===== config.mk =====
export PLATFORM = sky130hd
export DESIGN_NAME = rtdct_sqrt_cell
export DESIGN_NICKNAME = d
export VERILOG_FILES = /design/src/rtl/rtdct_pkg.sv /design/src/rtl/rtdct_sqrt_cell.sv
export SDC_FILE = /design/constraint.sdc
export NUM_CORES = 1
export LEC_CHECK = 0
export BUFFER_PORTS_ARGS = -buffer_cell sky130_fd_sc_hd__buf_2
export CAP_MARGIN = 20
export CORE_UTILIZATION = 30
export DETAILED_ROUTE_END_ITERATION = 12
export HOLD_SLACK_MARGIN = 0.12
export MAX_ROUTING_LAYER = met4
export PLACE_DENSITY = 0.55
export SLEW_MARGIN = 15
export SYNTH_ARGS = -nofsm -noshare
export SYNTH_HDL_FRONTEND = slang
export SYNTH_SLANG_ARGS = --single-unit

===== constraint.sdc =====
create_clock -name clk -period 7 [get_ports clk]
set_input_delay 1.05 -clock clk [delete_from_list [all_inputs] [get_ports clk]]
set_output_delay 1.05 -clock clk [all_outputs]
set_load 0.1 [all_outputs]

===== src/rtl/rtdct_pkg.sv =====
// ----------------------------------------------------------------------------
// rtdct_pkg: shared types and constants for the RTD code to temperature block
// Holds the field widths, register indexes, status codes and the work records
// that travel along the divider and square root cell chains.
// ----------------------------------------------------------------------------
package rtdct_pkg;

  // Converter code width.
  localparam int CODE_BITS = 15;

  // Probe resistance product and the signed excess over the nominal value.
  localparam int N_W    = CODE_BITS + 16;
  localparam int DIFF_W = ((N_W > 31) ? N_W : 31) + 1;
  localparam int MAG_W  = DIFF_W - 1;
  // Numerator of the relative excess division (magnitude times 2^9).
  localparam int NUM1_W = MAG_W + 9;

  // Shared restoring divider cell geometry.
  localparam int DIV_NUM_W = 50;
  localparam int DIV_DEN_W = 33;

  // Square root cell geometry: 64-bit radicand, 32-bit root.
  localparam int SQ_RAD_W = 64;
  localparam int SQ_ROOT_W = 32;
  localparam int SQ_REM_W  = 33;

  // Chain lengths.
  localparam int DIV1_CELLS = NUM1_W;
  localparam int SQRT_CELLS = SQ_ROOT_W;
  localparam int DIV2_CELLS = DIV_NUM_W;

  // Field widths.
  localparam int TEMP_W = 19;
  localparam int STAT_W = 2;
  localparam int CFG_W  = 32;
  localparam int IDX_W  = 3;
  localparam int DQ_W   = 32;

  // Scale factors of the final division.
  localparam int K_POS = 409600;
  localparam int K_NEG = 25600;

  // Output limits.
  localparam int T_MIN = -100000;
  localparam int T_MAX = 200000;

  // Register indexes.
  localparam logic [IDX_W-1:0] CFG_REF_RES   = 3'd0;
  localparam logic [IDX_W-1:0] CFG_NOM_RES   = 3'd1;
  localparam logic [IDX_W-1:0] CFG_COEF_A    = 3'd2;
  localparam logic [IDX_W-1:0] CFG_COEF_B    = 3'd3;
  localparam logic [IDX_W-1:0] CFG_VALID_LO  = 3'd4;
  localparam logic [IDX_W-1:0] CFG_VALID_HI  = 3'd5;

  // Status codes.
  localparam logic [STAT_W-1:0] ST_OK     = 2'd0;
  localparam logic [STAT_W-1:0] ST_WINDOW = 2'd1;
  localparam logic [STAT_W-1:0] ST_NOROOT = 2'd2;

  // Partial state of one restoring division step.
  typedef struct packed {
    logic [DIV_NUM_W-1:0] num;
    logic [DIV_NUM_W-1:0] quo;
    logic [DIV_DEN_W-1:0] rem;
    logic [DIV_DEN_W-1:0] den;
  } div_work_t;

  // Partial state of one square root step.
  typedef struct packed {
    logic [SQ_RAD_W-1:0]  rad;
    logic [SQ_ROOT_W-1:0] root;
    logic [SQ_REM_W-1:0]  rem;
  } sqrt_work_t;

  // Side information that rides along with each transaction.
  typedef struct packed {
    logic            nomz;
    logic            neg;
    logic            negdisc;
    logic            dq_zero;
    logic            posinf;
    logic            neginf;
    logic [DQ_W-1:0] dq;
  } ctx_t;

endpackage


===== src/rtl/rtdct_sqrt_cell.sv =====
// ----------------------------------------------------------------------------
// rtdct_sqrt_cell: one step of a restoring integer square root
// Brings down two radicand bits, tries the next root bit and registers the
// partial root and remainder for the next cell of the chain.
// ----------------------------------------------------------------------------
module rtdct_sqrt_cell (
  input  logic                   clk,
  input  logic                   rst_n,
  input  logic                   en,
  input  logic                   in_valid,
  input  rtdct_pkg::sqrt_work_t  in_work,
  input  rtdct_pkg::ctx_t        in_ctx,
  output logic                   out_valid_r,
  output rtdct_pkg::sqrt_work_t  out_work_r,
  output rtdct_pkg::ctx_t        out_ctx_r
);
  import rtdct_pkg::*;

  logic [SQ_REM_W+1:0] shifted;
  logic [SQ_REM_W+1:0] trial;
  logic [SQ_REM_W+1:0] diff;
  logic                take;
  sqrt_work_t          work_nxt;

  always_comb begin
    shifted       = {in_work.rem, in_work.rad[SQ_RAD_W-1 -: 2]};
    trial         = {1'b0, in_work.root, 2'b01};
    diff          = shifted - trial;
    take          = (shifted >= trial);
    work_nxt.rad  = {in_work.rad[SQ_RAD_W-3:0], 2'b00};
    work_nxt.root = {in_work.root[SQ_ROOT_W-2:0], take};
    work_nxt.rem  = take ? diff[SQ_REM_W-1:0] : shifted[SQ_REM_W-1:0];
  end

  always_ff @(posedge clk) begin
    if (!rst_n) begin
      out_valid_r <= 1'b0;
    end else if (en) begin
      out_valid_r <= in_valid;
    end
  end

  always_ff @(posedge clk) begin
    if (en) begin
      out_work_r <= work_nxt;
      out_ctx_r  <= in_ctx;
    end
  end

endmodule


---- Yosys cells after proc, flatten, opt, wreduce, memory -nomap -nowiden ----
Cells that the tools add are included.
cells by class
  muxes and demuxes ....................... 1
  order comparisons ....................... 1
  add/subtract/negate cells ............... 1
operator list
  operator          count
  $ge A35 B34 Y1    1
  $mux W33          1
  $sub A33 B33 Y33  1
storage, ports and cells
  register bits after elaboration ......... 166
  input bits .............................. 171
  logic and storage cells ................. 14
  output and inout bits ................... 168

---- Depth between registers and ports, before layout ----
  depth after elaboration ................. 2
  gate-level depth with buffers ........... 14
  mapped depth without buffers ............ 11

---- Least setup slack after synthesis ----
No wires, ideal clock.
  kind .................................... in2reg
  from .................................... in in_work[46] in the netlist's numbering
  to ...................................... reg out_work_r[10] in the netlist's numbering (data pin)
  setup slack ............................. 3183 ps
  library setup time ...................... 260 ps
  cell stages on the path ................. 14
  buffers on the path ..................... 3
  required time ........................... 6740 ps
  arrival ................................. 3556 ps
  cells stage by stage .................... inv_1 > ha_1 > buf_2 > nor2_1 > o21ba_2 > o21ai_0 > a21oi_1 > a2111oi_4 > o211ai_4 > and2_4 > buf_12 > inv_8 > buf_12 > mux2_4
RTL lines
  what                    line                   source
  start: declaration      rtdct_sqrt_cell.sv:11  input rtdct_pkg::sqrt_work_t in_work,
  end signal: assignment  rtdct_sqrt_cell.sv:45  out_work_r <= work_nxt;
  end: declaration        rtdct_sqrt_cell.sv:14  output rtdct_pkg::sqrt_work_t out_work_r,

==> reports/results.tsv <==
stage	metric	value	unit
run_status	status	finished, final reports clean	
worst_setup_path	cp_max_fo	24	
die	initial_core_util	30.9	%
die	design.core.area	24500	µm²
clock_tree	cts.sinks	166	
detailed_routing	finalWirelength	22700	µm
worst_setup_path	critPathLaunchType	input pin	
worst_setup_path	rrSetupSlack	6.40	ns
timing	hold_viol	0	
timing	fmax	244	MHz
timing	setup_tns	0	ns
synth	async_flop_share	0	%
synth	synth.distinct_cells	59	
synth	synth_fa_ha_area_share	5.61	%
power_and_ir_drop	combinationalPowerShare	33.8	%
synth	synth-compound-area-share	11.3	%
detailed_routing	firstDrtPassIters	5	
hold_path	holdCritStartpoint	out_valid_r	
synth	ys_seq_area_share	65.6	%
timing	rsz0062_at_grt	false	
detailed_routing	routed-via-count	5585	
clock_tree	cts-buffers-inserted	17	
timing	period_share	58.6	%
die	die_area	25900	µm²
power_and_ir_drop	peakVddDrop	0.149	mV
grt	overflow	0	
worst_setup_path	crit_start	in_work[46]	
cells_and_area	drive_gt1_share	45.7	%
power_and_ir_drop	switching_share	42.2	%
timing	slew-limit-headroom	31.6	%
synth	yosys_warnings	0	
synth	synth_top_area_cell	edfxtp_1	
power_and_ir_drop	p_leak	4.50	nW
synth	synth_top_family_by_area	compound AO/OA/AOI/OAI gates	
placement	post_dp_cell_area	9600	µm²
synth	synthXorXnorAreaFrac	2.89	%
timing	slew_viol_final	0	
worst_setup_path	worst-setup-path-type	input pin to flop	
detailed_routing	dr.first_iter.drc_count	357	
grt	grt_usage	18.0	%
clock_tree	cts_root_buf	clkbuf_16	
detailed_routing	vias_per_cell	4.60	
cells_and_area	syn_to_final_growth	34.5	%
hold_path	hold_path_class	flop to flop	
die	num_io_pins	339	
power_and_ir_drop	switching_power	1.39	mW
timing	setup_viol	0	
power_and_ir_drop	clock_power_share	29.0	%
power_and_ir_drop	intPower	1.90	mW
grt	antenna_found_initial	1	
worst_setup_path	cp-end-kind	flop	
cells_and_area	nets	1081	
cells_and_area	final_area	10200	µm²
worst_setup_path	r2r_start	out_valid_r	
die	die_h	161	µm
synth	synth_most_common_cell	edfxtp_1	
clock_tree	cts_resized	0	
synth	synth_edf_count	165	
clock_tree	cts_setup_buffers	0	
placement	portBuffers	336	
synth	synth.cell_area	7590	µm²
cells_and_area	final_util	41.6	%
grt	grt_pass1_vias	5457	
synth	synth_commonest_cells	edfxtp_1 (165), inv_1 (45), a21oi_1 (35), ha_1 (34), nand2_1 (26)	
timing	finalClockSkew	0	ns
grt	grt_pass1_wl	33400	µm
detailed_routing	ant_nets	0	
clock_tree	cts_tree	built	
clock_tree	cts_hold_buf	0	
synth	synthCells	529	
placement	gp_congestion	0.873	
die	rows	57	
clock_tree	cts_buffer_depth	2	
synth	yosys.area.top_type_share	65.3	%
power_and_ir_drop	power_density	322	nW/µm²
grt	grt_max_degree	106	
detailed_routing	wl_per_cell	18.7	µm
power_and_ir_drop	finalPower	3.29	mW
synth	synth_simple_gate_area_share	6.51	%
synth	ys_ff_latch	166	
detailed_routing	drc	0	
clock_tree	clk_latency	0.43	ns
run	maxCapViolCount	0	
power_and_ir_drop	seqPwrFrac	37.3	%
clock_tree	clkTransAtPathRegs	0.07	ns
clock_tree	cts_htree_levels	4	
worst_setup_path	cp_data_required_time	7.18	ns
synth	ys_top_cells_by_area	edfxtp_1 (65%), ha_1 (5.6%), mux2_4 (3.6%)	
timing	worst_slew_pin_slew	1.03	ns
timing	fin_crit	4.10	ns
synth	synthMuxAreaShare	4.42	%
worst_setup_path	worstPathArrival	4.28	ns
timing	worst_hold_slack	0.535	ns
synth	syn_area_per_cell	14.3	µm²
placement	hpwl	17700	µm
die	fp.dieW	161	µm
synth	synthFlopType	edfxtp_1	
## logic make-up after synthesis
group / count (synthesis)
multiplexers: 24
adder cells (fa/ha/maj): 34
flip-flops: 166
buffers and inverters: 56
AO/OA/AOI/OAI: 122
XOR/XNOR: 25
AND/OR/NAND/NOR: 101
other: 1
## worst paths after layout
path / end / cells past startpoint
max: out_work_r[3] / 12
min: out_valid_r / 2
max reg2reg: out_valid_r / 2
min reg2reg: out_valid_r / 2
## flip-flops by register name, indices dropped and copies added (netlist names)
register and flops:
out_ctx_r 38, out_valid_r 1, out_work_r 127
## cell usage in the layout, fill, tap and decap left out, types with 7 or more instances in the layout
cell type,instances
a21o_1,11
a21oi_1,35
buf_2,335
clkbuf_16,17
edfxtp_1,165
ha_1,34
inv_1,45
inv_8,8
mux2_4,18
nand2_1,26
nand3_1,12
nor2_1,25
nor3_1,9
o21a_1,9
o21ai_0,25
xnor2_1,18
xor2_1,7
## power by group through the flow
stage,Clock (mW),Combinational [mW],Sequential [mW]
floorplan,0,0.224,1.93
global placement,0,1.11,1.25
detailed placement,0,1.12,1.25
CTS,0.987,1.12,1.23
global route,1.02,1.15,1.24
finish,0.953,1.11,1.23
## per-stage QoR
step | std cells | setup WS (ns)
after floorplan | 530 | 3.18
after global placement | 1181 | 2.54
after detailed placement | 1181 | 2.52
after CTS | 1213 | 2.98
after global routing | 1214 | 2.77
final | 1214 | 2.90
## layout make-up
class | instances | area (µm²)
fillers | 2406 | 14300
flip-flops and latches | 166 | 4970
multi-input cells | 308 | 2340
repair buffers | 337 | 1700
clock buffers | 17 | 425
well taps | 324 | 405
clock inverters | 15 | 181
inverters | 46 | 180
diodes | 1 | 2.50
## critical path: stages
cell       delay, ns
buf_2           0.09
inv_1           0.04
ha_1            0.46
nor2_1          0.13
o21ba_2         0.21
o21ai_0         0.37
o2111ai_2       0.31
a2111oi_4       0.55
o211ai_4        0.22
and2_4          0.26
inv_8           0.21
mux2_2          0.37
## routing by layer
| layer | global-route usage, % | wire (µm) | up-vias |
|---|---|---|---|
| met5 | - | 0 | - |
| met4 | 5.36 | 407 | 0 |
| met3 | 4.29 | 1460 | 23 |
| met2 | 31.6 | 11800 | 218 |
| met1 | 20.2 | 9070 | 2633 |
| li1 | - | - | 2711 |
Power figures use the tool's default switching activity.
