### src/rtl/rtdct_pkg.sv
// ----------------------------------------------------------------------------
// rtdct_pkg: shared types and constants for the RTD code to temperature block
// Holds the field widths, register indexes, status codes and the work records
// that travel along the divider and square root cell chains.
// ----------------------------------------------------------------------------
package rtdct_pkg;

  // Converter code width.
  localparam int CODE_BITS = 15;

  // Probe resistance product and the signed excess over the nominal value.
  localparam int N_W    = CODE_BITS + 16;
  localparam int DIFF_W = ((N_W > 31) ? N_W : 31) + 1;
  localparam int MAG_W  = DIFF_W - 1;
  // Numerator of the relative excess division (magnitude times 2^9).
  localparam int NUM1_W = MAG_W + 9;

  // Shared restoring divider cell geometry.
  localparam int DIV_NUM_W = 50;
  localparam int DIV_DEN_W = 33;

  // Square root cell geometry: 64-bit radicand, 32-bit root.
  localparam int SQ_RAD_W = 64;
  localparam int SQ_ROOT_W = 32;
  localparam int SQ_REM_W  = 33;

  // Chain lengths.
  localparam int DIV1_CELLS = NUM1_W;
  localparam int SQRT_CELLS = SQ_ROOT_W;
  localparam int DIV2_CELLS = DIV_NUM_W;

  // Field widths.
  localparam int TEMP_W = 19;
  localparam int STAT_W = 2;
  localparam int CFG_W  = 32;
  localparam int IDX_W  = 3;
  localparam int DQ_W   = 32;

  // Scale factors of the final division.
  localparam int K_POS = 409600;
  localparam int K_NEG = 25600;

  // Output limits.
  localparam int T_MIN = -100000;
  localparam int T_MAX = 200000;

  // Register indexes.
  localparam logic [IDX_W-1:0] CFG_REF_RES   = 3'd0;
  localparam logic [IDX_W-1:0] CFG_NOM_RES   = 3'd1;
  localparam logic [IDX_W-1:0] CFG_COEF_A    = 3'd2;
  localparam logic [IDX_W-1:0] CFG_COEF_B    = 3'd3;
  localparam logic [IDX_W-1:0] CFG_VALID_LO  = 3'd4;
  localparam logic [IDX_W-1:0] CFG_VALID_HI  = 3'd5;

  // Status codes.
  localparam logic [STAT_W-1:0] ST_OK     = 2'd0;
  localparam logic [STAT_W-1:0] ST_WINDOW = 2'd1;
  localparam logic [STAT_W-1:0] ST_NOROOT = 2'd2;

  // Partial state of one restoring division step.
  typedef struct packed {
    logic [DIV_NUM_W-1:0] num;
    logic [DIV_NUM_W-1:0] quo;
    logic [DIV_DEN_W-1:0] rem;
    logic [DIV_DEN_W-1:0] den;
  } div_work_t;

  // Partial state of one square root step.
  typedef struct packed {
    logic [SQ_RAD_W-1:0]  rad;
    logic [SQ_ROOT_W-1:0] root;
    logic [SQ_REM_W-1:0]  rem;
  } sqrt_work_t;

  // Side information that rides along with each transaction.
  typedef struct packed {
    logic            nomz;
    logic            neg;
    logic            negdisc;
    logic            dq_zero;
    logic            posinf;
    logic            neginf;
    logic [DQ_W-1:0] dq;
  } ctx_t;

endpackage

### src/rtl/rtdct_div_cell.sv
// ----------------------------------------------------------------------------
// rtdct_div_cell: one step of a restoring divider
// Shifts one numerator bit into the partial remainder, produces one quotient
// bit and registers the result for the next cell of the chain.
// ----------------------------------------------------------------------------
module rtdct_div_cell (
  input  logic                  clk,
  input  logic                  rst_n,
  input  logic                  en,
  input  logic                  in_valid,
  input  rtdct_pkg::div_work_t  in_work,
  input  rtdct_pkg::ctx_t       in_ctx,
  output logic                  out_valid_r,
  output rtdct_pkg::div_work_t  out_work_r,
  output rtdct_pkg::ctx_t       out_ctx_r
);
  import rtdct_pkg::*;

  logic [DIV_DEN_W:0] shifted;
  logic [DIV_DEN_W:0] diff;
  logic               take;
  div_work_t          work_nxt;

  always_comb begin
    shifted       = {in_work.rem, in_work.num[DIV_NUM_W-1]};
    diff          = shifted - {1'b0, in_work.den};
    take          = (shifted >= {1'b0, in_work.den});
    work_nxt.den  = in_work.den;
    work_nxt.num  = {in_work.num[DIV_NUM_W-2:0], 1'b0};
    work_nxt.quo  = {in_work.quo[DIV_NUM_W-2:0], take};
    work_nxt.rem  = take ? diff[DIV_DEN_W-1:0] : shifted[DIV_DEN_W-1:0];
  end

  always_ff @(posedge clk) begin
    if (!rst_n) begin
      out_valid_r <= 1'b0;
    end else if (en) begin
      out_valid_r <= in_valid;
    end
  end

  always_ff @(posedge clk) begin
    if (en) begin
      out_work_r <= work_nxt;
      out_ctx_r  <= in_ctx;
    end
  end

endmodule

### config.mk
export PLATFORM = sky130hd
export DESIGN_NAME = rtdct_div_cell
export DESIGN_NICKNAME = d
export VERILOG_FILES = /design/src/rtl/rtdct_pkg.sv /design/src/rtl/rtdct_div_cell.sv
export SDC_FILE = /design/constraint.sdc
export NUM_CORES = 1
export LEC_CHECK = 0
export ABC_AREA = 1
export BUFFER_PORTS_ARGS = -buffer_cell sky130_fd_sc_hd__buf_4
export CAP_MARGIN = 10
export CORE_AREA = 2 2 161 163
export CTS_CLUSTER_DIAMETER = 100
export CTS_CLUSTER_SIZE = 25
export DETAILED_ROUTE_END_ITERATION = 8
export DIE_AREA = 0 0 163 165
export PLACE_DENSITY = 0.73
export SYNTH_ARGS = -nofsm -noshare
export SYNTH_HDL_FRONTEND = slang
export SYNTH_SLANG_ARGS = --single-unit
### constraint.sdc
create_clock -name clk -period 2.8 [get_ports clk]
set_clock_uncertainty 0.15 [all_clocks]
set_input_delay 0.28 -clock clk [delete_from_list [all_inputs] [get_ports clk]]
set_output_delay 0.28 -clock clk [all_outputs]
set_load 0.01 [all_outputs]
# == Yosys cells after proc, flatten, opt, wreduce, memory -nomap -nowiden ==
# Cells that the tools add are included.
# op_classes
mul,0
magnitude_cmp,1
shifts,0
n_addsub,1
n_div,0
n_mux,1
n_eq_ne,0
reduce_logical,0
bitwise_logic,0
# op_table
operator,n
$ge 34x33->1,1
$mux 33,1
$sub 33x33->33,1
# word_totals
rom_bits,0
ramBits,0
memories,0
word_cells,15
regBits,204
latchBits,0

# == Logic depth before layout (Yosys ltp) ==
# Gate-level depths: netlist of run 1.
# logic_depth
depth_word,2
depth_mapped,15
mapped_depth_nobuf,15

# == Worst setup path before layout of run 1 ==
# OpenSTA, ideal clock, no wires.
# synth_timing
path_kind,input to register
startpoint,in in_work[165] in the netlist's numbering
endpoint,"reg out_work_r[58] in the netlist's numbering, data pin"
cell_stages,13
t_required_ps,2398
setup_time_ps,252
t_arrival_ps,1692
setup_slack_ps,706
path_cell_list,inv_1 > ha_1 > inv_1 > fa_1 > nand3_1 > nand3_2 > nand2_1 > nand2_1 > nand2_4 > nand2_8 > buf_12 > nand3_2 > nand2_1
# synth_rtl
item,line_no,rtl
start: declaration,rtdct_div_cell.sv:11,"input rtdct_pkg::div_work_t in_work,"
end signal: assignment,rtdct_div_cell.sv:44,out_work_r <= work_nxt;
end: declaration,rtdct_div_cell.sv:14,"output rtdct_pkg::div_work_t out_work_r,"

==> results of run 1 <==
[layout make-up]
cell class	count	area (um^2)
inverter	161	604
tap	330	413
clock buffer	15	333
clock inverter	3	50.0
antenna	4	10.0
sequential	204	6120
fill	2000	9640
multi-input combinational	513	2640
timing repair buffer	622	5230
[worst max-delay path, delay by kind of cell]
family                   cells  cell delay, ns
buffers and inverters        5            1.04
AND/OR/NAND/NOR              8            0.98
adder cells (fa/ha/maj)      1            0.33
[Yosys cell counts (all sizes together)]
library cell | count | area (um^2)
a21o | 2 | 15.0
dfxtp | 1 | 20.0
or2 | 2 | 12.5
nand3 | 69 | 420
fa | 1 | 20.0
nand4 | 2 | 12.5
and3 | 1 | 6.26
edfxtp | 203 | 6100
nand3b | 10 | 75.1
nor3 | 11 | 65.1
o21ai | 2 | 10.0
nand2 | 297 | 1150
buf | 10 | 83.8
inv | 161 | 604
a21oi | 22 | 110
ha | 33 | 413
nor2 | 41 | 171
and2 | 5 | 31.3
conb | 1 | 3.75
xor2 | 13 | 114
xnor2 | 1 | 8.76
[stage by stage]
step | area (um^2) | hold slack, ns | power [W]
after floorplan | 9440 | 0.223 | 0.00453
after global placement | 13000 | 0.308 | 0.00544
after detailed placement | 13000 | 0.309 | 0.00546
after CTS | 15400 | 0.188 | 0.00768
after global routing | 15400 | 0.215 | 0.00796
final | 15400 | 0.189 | 0.00766
[registers in the layout, indices dropped and copies added, names as in the netlist]
register,flops
out_ctx_r,38
out_valid_r,1
out_work_r,165
[power by group through the flow]
| stage | combinational, W | clock (W) | sequential (W) |
|---|---|---|---|
| final | 0.00191 | 0.00198 | 0.00377 |
| after global routing | 0.00205 | 0.00211 | 0.00380 |
| after CTS | 0.00189 | 0.00202 | 0.00376 |
| after detailed placement | 0.00164 | 0 | 0.00383 |
| after global placement | 0.00162 | 0 | 0.00382 |
| after floorplan | 0.000556 | 0 | 0.00398 |
[metal layers]
metal / track usage [%] / up-vias / wire [um]
met5: 0 / - / 39
met4: 9.86 / 6 / 1430
met3: 5.63 / 81 / 2510
met2: 44.5 / 342 / 17600
met1: 31.4 / 3968 / 14300
li1: - / 4124 / -
[cell families after synthesis]
| group | count (synthesis) |
|---|---|
| buf+inv | 171 |
| flops | 204 |
| simple gates | 438 |
| fa+ha+maj | 34 |
| compound gates | 26 |
| other cells | 1 |
| xor+xnor | 14 |
[how the worst max path moves through the flow]
| stage | start | endpoint | slack, ns | cells after the start |
|---|---|---|---|---|
| after floorplan | in_work[165] | out_work_r[58] | 0.71 | 13 |
| after global placement | in_work[165] | out_work_r[61] | 0.27 | 15 |
| after detailed placement | in_work[165] | out_work_r[53] | 0.25 | 15 |
| final | in_work[13] | out_work_r[42] | 0.23 | 14 |
| after global routing | in_work[15] | out_work_r[35] | 0.005 | 16 |
| after CTS | in_work[165] | out_work_r[53] | 0.22 | 16 |
[what timing repair did]
action	in CTS	in global routing
gates resized for setup	0	2
hold buffers	204	0
setup buffers	0	0
setup endpoints to repair	0	3
hold endpoints to repair	203	0
==> qor.csv, run 1 <==
stage,metric,value,unit
run,Max-Cap Viols,0,
logic_synthesis,sequential-to-total area share from yosys stat,64.8,%
timing,setup slack after layout,0.227,ns
global_route,largest net degree at the start of global routing,56,
floorplanning,I/O pins,413,
worst_hold_path,Hold Crit Depth,1,
layout,nets@finish,1756,
layout,Layout Cells excl Fill,1852,
floorplanning,Site Rows,58,
worst_setup_path,CP required,2.88,ns
logic_synthesis,simple-gate area share of the yosys netlist,20.6,%
drt,DRC errors left,0,
worst_setup_path,worst reg2reg endpoint,out_valid_r,
power,Max VDD drop,585,uV
power,internal power,0.00557,W
clock_network,CTS tree,yes,
power,Sw Pwr,0.00209,W
clock_network,H-tree depth,1,
floorplanning,DIE AREA,26900,um^2
power,combinational power share,25.0,%
global_route,GR Overflow Total,0,
clock_network,CTS Root Cell,clkbuf_16,
clock_network,CTS buffer count,12,
timing,Final Setup Violations,0,
worst_hold_path,hold worst-path end,out_work_r[155],
worst_setup_path,Worst Setup Start Kind,input pin,
layout,Layout Area Growth over Synthesis,63.0,%
worst_setup_path,R2R Path Start,out_valid_r,
power,PwrDens,497,nW/um^2
logic_synthesis,adder-cell area share of the yosys netlist,4.59,%
floorplanning,DIE WIDTH,163,um
global_route,GRT Resource Usage Total,25.7,%
worst_setup_path,slowest CP cell,dlygate4sd3_1,
drt,Vias,8521,
logic_synthesis,net count after synthesis,1130,
timing,Max Fclk,389,MHz
clock_network,clk_lat worst skew,0.47,ns
drt,Antenna Nets Post-Route,0,
worst_setup_path,critical path's largest stage delay,0.57,ns
timing,"Slew Viols, Final",0,
placed_design,gp weighted congestion,0.882,
power,share of power burned in registers,49.2,%
logic_synthesis,Syn Inst Count,888,
logic_synthesis,"Cell Area, Synth",9440,um^2
drt,vias per inst,4.60,
worst_setup_path,flop2flop setup slack,1.41,ns
drt,initial DRC count,617,
worst_setup_path,critical path type,in -> reg,
logic_synthesis,post-synthesis register bit count,204,
drt,WL final,35800,um
floorplanning,Initial Utilization,37.7,%
global_route,first-pass GRT wire length,51400,um
logic_synthesis,mux share of post-synthesis cell area,0,%
layout,final core occ,61.5,%
timing,Final Hold Viols,0,
timing,unrepaired setup endpoints after global routing,false,
layout,most frequent cells in the layout,"413 x buf_4, 291 x nand2_1, 204 x dlygate4sd3_1",
worst_setup_path,Crit path top cell by count,nand2_1,
drt,drt wl/cell,19.4,um
clock_network,CTS Sinks,204,
placed_design,DP Worst Slack,0.249,ns
clock_network,maximum clock path buffer count,3,
timing,Final min period,2.57,ns
global_route,initial antenna violation count,6,
logic_synthesis,Compound-Gate Fraction of Synth Area,1.43,%
timing,Tcrit/Tclk final,91.9,%
power,Sw Share,27.3,%
placed_design,HPWL Detailed,25900,um
worst_setup_path,crit-path cells,dlygate4sd3_1 > buf_4 > inv_1 > ha_1 > nand2_1 > nor2_1 > nand2_1 > inv_2 > nand2_1 > nand2_1 > nand2_4 > buf_4 > nand3_1 > nand2_1,
global_route,vias in the first global route,8612,
logic_synthesis,Ys Warns,0,
layout,share of cells above drive strength 1,31.2,%
power,Clock power frac,25.8,%
power,P_leak,7.33,nW
worst_hold_path,Hold Path Class,in -> reg,
logic_synthesis,largest family of logic cells by synthesized area,simple AND/OR/NAND/NOR gates,
layout,"commonest non-fill, non-tap cell in the layout",buf_4,
worst_setup_path,WP data arrival,2.65,ns
drt,First-pass DRT Iterations,5,
timing,setup TNS,0,ns
placed_design,Inst Count DP,1626,
logic_synthesis,Mean Syn Cell Area,10.6,um^2
run_status,status,"complete, no violations",
floorplanning,core area,25000,um^2
worst_setup_path,critical-path maximum fanout,18,
worst_hold_path,min-delay src,en,
placed_design,PortBufs,410,
logic_synthesis,Netlist cell types,33,
logic_synthesis,XOR/XNOR Fraction of Synth Area,1.30,%
floorplanning,die span in y,165,um
clock_network,clock-pin slew on the worst setup and hold paths,0.11,ns
worst_setup_path,crit end category,register,
worst_setup_path,worst-case reg-to-reg path depth,3,
(Power assumes the default switching activity.)
==> run 2, diff against run 1 <==
--- a/config.mk
+++ b/config.mk
@@ -13,7 +13,9 @@
 export CTS_CLUSTER_SIZE = 25
 export DETAILED_ROUTE_END_ITERATION = 8
 export DIE_AREA = 0 0 163 165
+export MAX_ROUTING_LAYER = met4
 export PLACE_DENSITY = 0.73
+export SKIP_LAST_GASP = 1
 export SYNTH_ARGS = -nofsm -noshare
 export SYNTH_HDL_FRONTEND = slang
 export SYNTH_SLANG_ARGS = --single-unit
==> run 2 against run 1 <==
Register-to-register slack lost 0.03 ns. Via count increased by 0.38%. Combinational power is essentially flat. Sequential cell count stayed put. Non-clock buffer count is the same. Fmax shrank 1.1%. Critical path depth rose by 2. First-iteration DRC count shrank 7.5%. Setup slack worse by 0.030 ns. Utilization shrank 0.090 points. Count of clock-buffer cells in the layout up 1. Sequential power is essentially flat.
==> qor.csv, run 2 (synthesized netlist as in run 1, its figures left out) <==
stage,metric,value,unit
worst_setup_path,Critical Path Sink,out_work_r[61],
worst_setup_path,Critical Path Start,in_work[165],
placed_design,Inst Count DP,1626,
global_route,GRT Resource Usage Total,26.1,%
floorplanning,DIE AREA,26900,um^2
layout,sequential cell area,6120,um^2
layout,biggest regs,"out_work_r x165, out_ctx_r x38, out_valid_r x1",
placed_design,HPWL Detailed,25900,um
worst_setup_path,Worst Setup Start Kind,input pin,
worst_hold_path,Hold Path Class,in -> reg,
drt,vias per inst,4.61,
clock_network,CTS resizes,0,
drt,Vias,8553,
timing,Tcrit/Tclk final,93.0,%
timing,Final min period,2.60,ns
clock_network,H-tree depth,1,
clock_network,clk_lat worst skew,0.47,ns
layout,final core occ,61.4,%
drt,met3 wire length,2280,um
layout,nets@finish,1756,
clock_network,CTS Root Cell,clkbuf_16,
timing,Final Hold Viols,0,
worst_setup_path,crit end category,register,
drt,max layer used,met4,
clock_network,CTS Sinks,204,
global_route,initial antenna violation count,6,
worst_setup_path,critical path type,in -> reg,
drt,drt wl/cell,19.2,um
floorplanning,die span in y,165,um
placed_design,PortBufs,410,
drt,Antenna Nets Post-Route,0,
layout,Fill cells,2012,
worst_setup_path,flop2flop setup slack,1.38,ns
run_status,status,"complete, no violations",
power,Max VDD drop,483,uV
run,Max-Cap Viols,0,
floorplanning,I/O pins,413,
drt,WL final,35700,um
timing,Max Fclk,384,MHz
worst_setup_path,slowest CP cell,dlygate4sd3_1,
clock_network,CTS tree,yes,
layout,"commonest non-fill, non-tap cell in the layout",buf_4,
timing,"Slew Viols, Final",0,
timing,setup TNS,0,ns
worst_setup_path,crit-path cells,dlygate4sd3_1 > buf_4 > inv_1 > ha_1 > inv_1 > fa_1 > nand2_1 > nand2_1 > nand3_1 > nand2_1 > nand2_1 > nand2_1 > nand2_1 > nand3b_1 > nand3_2 > nand2_1,
worst_hold_path,min-delay src,en,
timing,unrepaired setup endpoints after global routing,false,
drt,Metal-1 WL,14500,um
timing,Final Setup Violations,0,
drt,First-pass DRT Iterations,5,
power,PwrDens,492,nW/um^2
worst_setup_path,Crit path top cell by count,nand2_1,
drt,met2 WL,18000,um
worst_setup_path,critical-path maximum fanout,4,
worst_setup_path,CP required,2.90,ns
floorplanning,Site Rows,58,
layout,max reg flops,165,
clock_network,clock-pin slew on the worst setup and hold paths,0.10,ns
layout,area of the multi-input gates,2640,um^2
clock_network,maximum clock path buffer count,3,
drt,initial DRC count,571,
floorplanning,Initial Utilization,37.7,%
global_route,first-pass GRT wire length,50600,um
worst_setup_path,worst-case reg-to-reg path depth,3,
layout,most frequent cells in the layout,"414 x buf_4, 291 x nand2_1, 204 x dlygate4sd3_1",
worst_setup_path,critical path's largest stage delay,0.53,ns
global_route,vias in the first global route,8350,
placed_design,gp weighted congestion,0.898,
worst_setup_path,WP data arrival,2.70,ns
layout,share of cells above drive strength 1,31.1,%
layout,Layout Area Growth over Synthesis,62.8,%
drt,DRC errors left,0,
power,P_leak,7.32,nW
floorplanning,DIE WIDTH,163,um
layout,Layout Cells excl Fill,1855,
floorplanning,core area,25000,um^2
global_route,largest net degree at the start of global routing,59,
global_route,GR Overflow Total,0,
clock_network,CTS buffer count,12,
worst_setup_path,worst reg2reg endpoint,out_valid_r,
worst_setup_path,R2R Path Start,out_valid_r,
layout,register bank with the most flops,out_work_r,
[run 2: changes by cell type in the layout (fill, tap and decap cells not counted), sizes merged]
cell / previous run / this run
bufinv: 1 / 0
clkinv: 0 / 1
clkbuf: 16 / 17
diode: 4 / 6
[run 2: per-layer routing]
| metal | track usage (%) | vias up |
|---|---|---|
| li1 | - | 4140 |
| met1 | 31.9 | 4054 |
| met2 | 45.3 | 315 |
| met3 | 4.57 | 44 |
| met4 | 6.52 | 0 |
| met5 | - | - |
[run 2: power breakdown]
| part | total, W | internal [W] | switching, W | leakage, nW |
|---|---|---|---|---|
| Sequential | 0.00377 | 0.00368 | 0.0000911 | 1.99 |
| Combinational | 0.00190 | 0.000928 | 0.000970 | 5.15 |
| Clock | 0.00189 | 0.000871 | 0.00102 | 0.178 |
| Total | 0.00756 | 0.00548 | 0.00208 | 7.32 |
[run 2: cell type report]
cell class	instances	area share, %
flip-flops and latches	204	39.8
repair buffers	622	34.0
multi-input cells	513	17.2
inverters	161	3.93
well taps	330	2.69
clock buffers	16	2.19
clock inverters	3	0.163
diodes	6	0.0977
[run 2: what timing repair did]
action | 4_1_cts | 5_1_grt
buffers inserted | 0 | 0
hold buffers | 204 | 0
hold endpoints to repair | 203 | 0
[run 2: how the worst min path moves through the flow]
| stage | endpoint | cells after the start |
|---|---|---|
| final | out_work_r[74] | 1 |
| after global routing | out_work_r[97] | 1 |
| after CTS | out_work_r[95] | 1 |
| after detailed placement | out_work_r[108] | 1 |
| after global placement | out_work_r[97] | 1 |
| after floorplan | out_valid_r | 1 |
[run 2: worst max-delay path, delay by kind of cell]
family	cells	cell delay (ns)
and+or+nand+nor	10	1.07
buffers and inverters	4	0.79
adders and majority gates	2	0.55
[run 2: metrics by stage]
step           area [um^2]  power (W)  hold WS [ns]  worst slack, ns
6_report             15400    0.00756         0.148            0.197
2_1_floorplan         9440    0.00453         0.223            0.706
3_3_place_gp         13000    0.00544         0.308            0.276
5_1_grt              15400    0.00788         0.169           0.0191
3_5_place_dp         13000    0.00547         0.309            0.243
4_1_cts              15400    0.00759         0.154            0.214
==> run 3, diff against run 2 <==
==> constraint.sdc (replaced) <==
create_clock -name clk -period 2.5 [get_ports clk]
set_clock_uncertainty 0.15 [all_clocks]
set_input_delay 0.25 -clock clk [delete_from_list [all_inputs] [get_ports clk]]
set_output_delay 0.25 -clock clk [all_outputs]
set_load 0.01 [all_outputs]
==> run 3 against run 2 <==
Global-route usage about the same. Setup slack got worse by 0.14 ns. Utilization increased by 2.4 points. Clock power increased by 18%. Count of clock-buffer cells in the layout unchanged. Register-to-register slack got worse by 0.30 ns. Non-clock buffer count increased by 9. Combinational power increased by 20%. Sequential cell count unchanged. Critical path type unchanged. Highest routed layer unchanged.
==> qor.csv, run 3 (synthesized netlist as in run 1, its figures left out) <==
stage,metric,value,unit
timing,Min Hold Slack,0.254,ns
timing,unrepaired setup endpoints after global routing,true,
placed_design,gp weighted congestion,0.891,
drt,Antenna Nets Post-Route,0,
layout,register bank with the most flops,out_work_r,
floorplanning,Initial Utilization,37.7,%
layout,cell area after layout,16000,um^2
power,P_leak,7.43,nW
global_route,GRT Resource Usage Total,26.1,%
global_route,initial antenna violation count,6,
floorplanning,DIE AREA,26900,um^2
layout,"commonest non-fill, non-tap cell in the layout",buf_4,
floorplanning,I/O pins,413,
drt,initial DRC count,510,
drt,drt wl/cell,19.7,um
worst_setup_path,WP data arrival,2.53,ns
worst_setup_path,Crit path top cell by count,nand2_1,
clock_network,maximum clock path buffer count,3,
worst_hold_path,Hold Crit Depth,6,
worst_setup_path,slowest CP cell,dlygate4sd3_1,
layout,Layout Area Growth over Synthesis,69.2,%
drt,vias per inst,4.61,
placed_design,PortBufs,410,
worst_setup_path,worst-case reg-to-reg path depth,3,
worst_setup_path,crit end category,register,
clock_network,clock-pin slew on the worst setup and hold paths,0.09,ns
timing,slew margin rel.,65.2,%
placed_design,DP Area,13000,um^2
worst_setup_path,critical-path maximum fanout,5,
clock_network,clk_lat worst skew,0.47,ns
worst_setup_path,Crit path depth,13,
drt,DRC errors left,0,
floorplanning,DIE WIDTH,163,um
clock_network,H-tree depth,1,
layout,share of cells above drive strength 1,34.9,%
placed_design,HPWL Detailed,25900,um
timing,Final Hold Viols,0,
worst_hold_path,Hold Path Class,in -> reg,
worst_setup_path,critical path type,in -> reg,
layout,max reg flops,165,
power,PwrDens,547,nW/um^2
timing,"Slew Viols, Final",0,
worst_setup_path,cell family with most CP delay,simple AND/OR/NAND/NOR gates,
worst_hold_path,min-delay src,in_work[165],
global_route,vias in the first global route,8442,
clock_network,CTS tree,yes,
power,Max VDD drop,607,uV
worst_setup_path,critical path's largest stage delay,0.56,ns
clock_network,CTS Sinks,204,
run_status,status,"complete, no violations",
global_route,GR Overflow Total,0,
worst_setup_path,Critical Path Start,in_work[52],
clock_network,CTS buffer count,12,
floorplanning,die span in y,165,um
clock_network,CTS Root Cell,clkbuf_16,
drt,Vias,8607,
worst_setup_path,buffers and inverters on the worst path,3,
drt,WL final,36800,um
worst_setup_path,R2R Path Start,out_valid_r,
run,Max-Cap Viols,0,
floorplanning,core area,25000,um^2
floorplanning,Site Rows,58,
power,Design Power,0.00873,W
layout,biggest regs,"out_work_r x165, out_ctx_r x38, out_valid_r x1",
timing,Max Fclk,409,MHz
drt,First-pass DRT Iterations,4,
worst_setup_path,crit-path cells,dlygate4sd3_1 > buf_4 > ha_1 > nand2_2 > inv_1 > nand2_1 > nor3_1 > and2_1 > nand2_1 > nand2_1 > nand2_1 > nand3_2 > nand2_1,
worst_setup_path,Worst Setup Start Kind,input pin,
layout,nets@finish,1769,
global_route,first-pass GRT wire length,50400,um
timing,Least-Margin Pin Slew,0.522,ns
timing,Tcrit/Tclk final,97.8,%
global_route,largest net degree at the start of global routing,92,
timing,Final min period,2.44,ns
worst_setup_path,CP required,2.59,ns
layout,most frequent cells in the layout,"416 x buf_4, 276 x nand2_1, 205 x dlygate4sd3_1",
timing,Final Setup Violations,0,
layout,Fill cells,1925,
[run 3: cell count changes in the layout (fill, tap and decap cells not counted), moves of 5 or more]
| cell | change |
|---|---|
| ha_1 | -24 |
| ha_4 | +22 |
| nand2_1 | -15 |
| nand2_2 | +15 |
| nor2_1 | -5 |
| nor2_4 | +5 |
[run 3: path summary, 6_finish.rpt]
| path | slack [ns] | to |
|---|---|---|
| max | 0.06 | out_work_r[63] |
| max reg2reg | 1.08 | out_valid_r |
| min reg2reg | 1.01 | out_valid_r |
| min | 0.25 | out_work_r[33] |
[run 3: report_power, final]
part / internal (W) / switching (W)
Combinational: 0.00113 / 0.00116
Clock: 0.00108 / 0.00115
Sequential: 0.00412 / 0.000101
[run 3: per-stage QoR]
step | utilization, % | setup TNS [ns] | instances | worst slack (ns)
CTS | 61.6 | 0 | 1854 | 0.0371
global placement | 51.9 | 0 | 1630 | 0.0312
detailed placement | 51.9 | 0 | 1630 | 0.0238
global route | 63.8 | -0.189 | 1867 | -0.0341
finish | 63.8 | 0 | 1867 | 0.0555
floorplan | - | 0 | 888 | 0.436
[run 3: what timing repair did]
item / CTS / global route
resized for setup: 0 / 76
endpoints found under the hold margin: 205 / 0
hold buffers: 205 / 0
setup buffers: 0 / 4
setup endpoints to repair: 0 / 34
[run 3: worst reg2reg max path: stages, from the launching register on]
cell and delay (ns):
dfxtp_1 0.33, o21ai_0 0.18, a21oi_1 0.07, dlygate4sd3_1 0.59
[run 3: per-layer routing]
metal,part of all wire (%),GRT usage [%]
met1,40,31.4
met2,49,44.1
met3,6.2,4.57
met4,4.1,10.1
met5,0,-
[run 3: layout make-up]
cell class,instances,area [um^2],share of cell area [%]
Sequential cell,204,6120,38.3
Clock inverter,3,50.0,0.313
Tap cell,330,413,2.58
Multi-Input combinational cell,517,3100,19.4
Antenna cell,5,12.5,0.0783
Inverter,161,604,3.78
Timing Repair Buffer,631,5340,33.4
Clock buffer,16,337,2.11
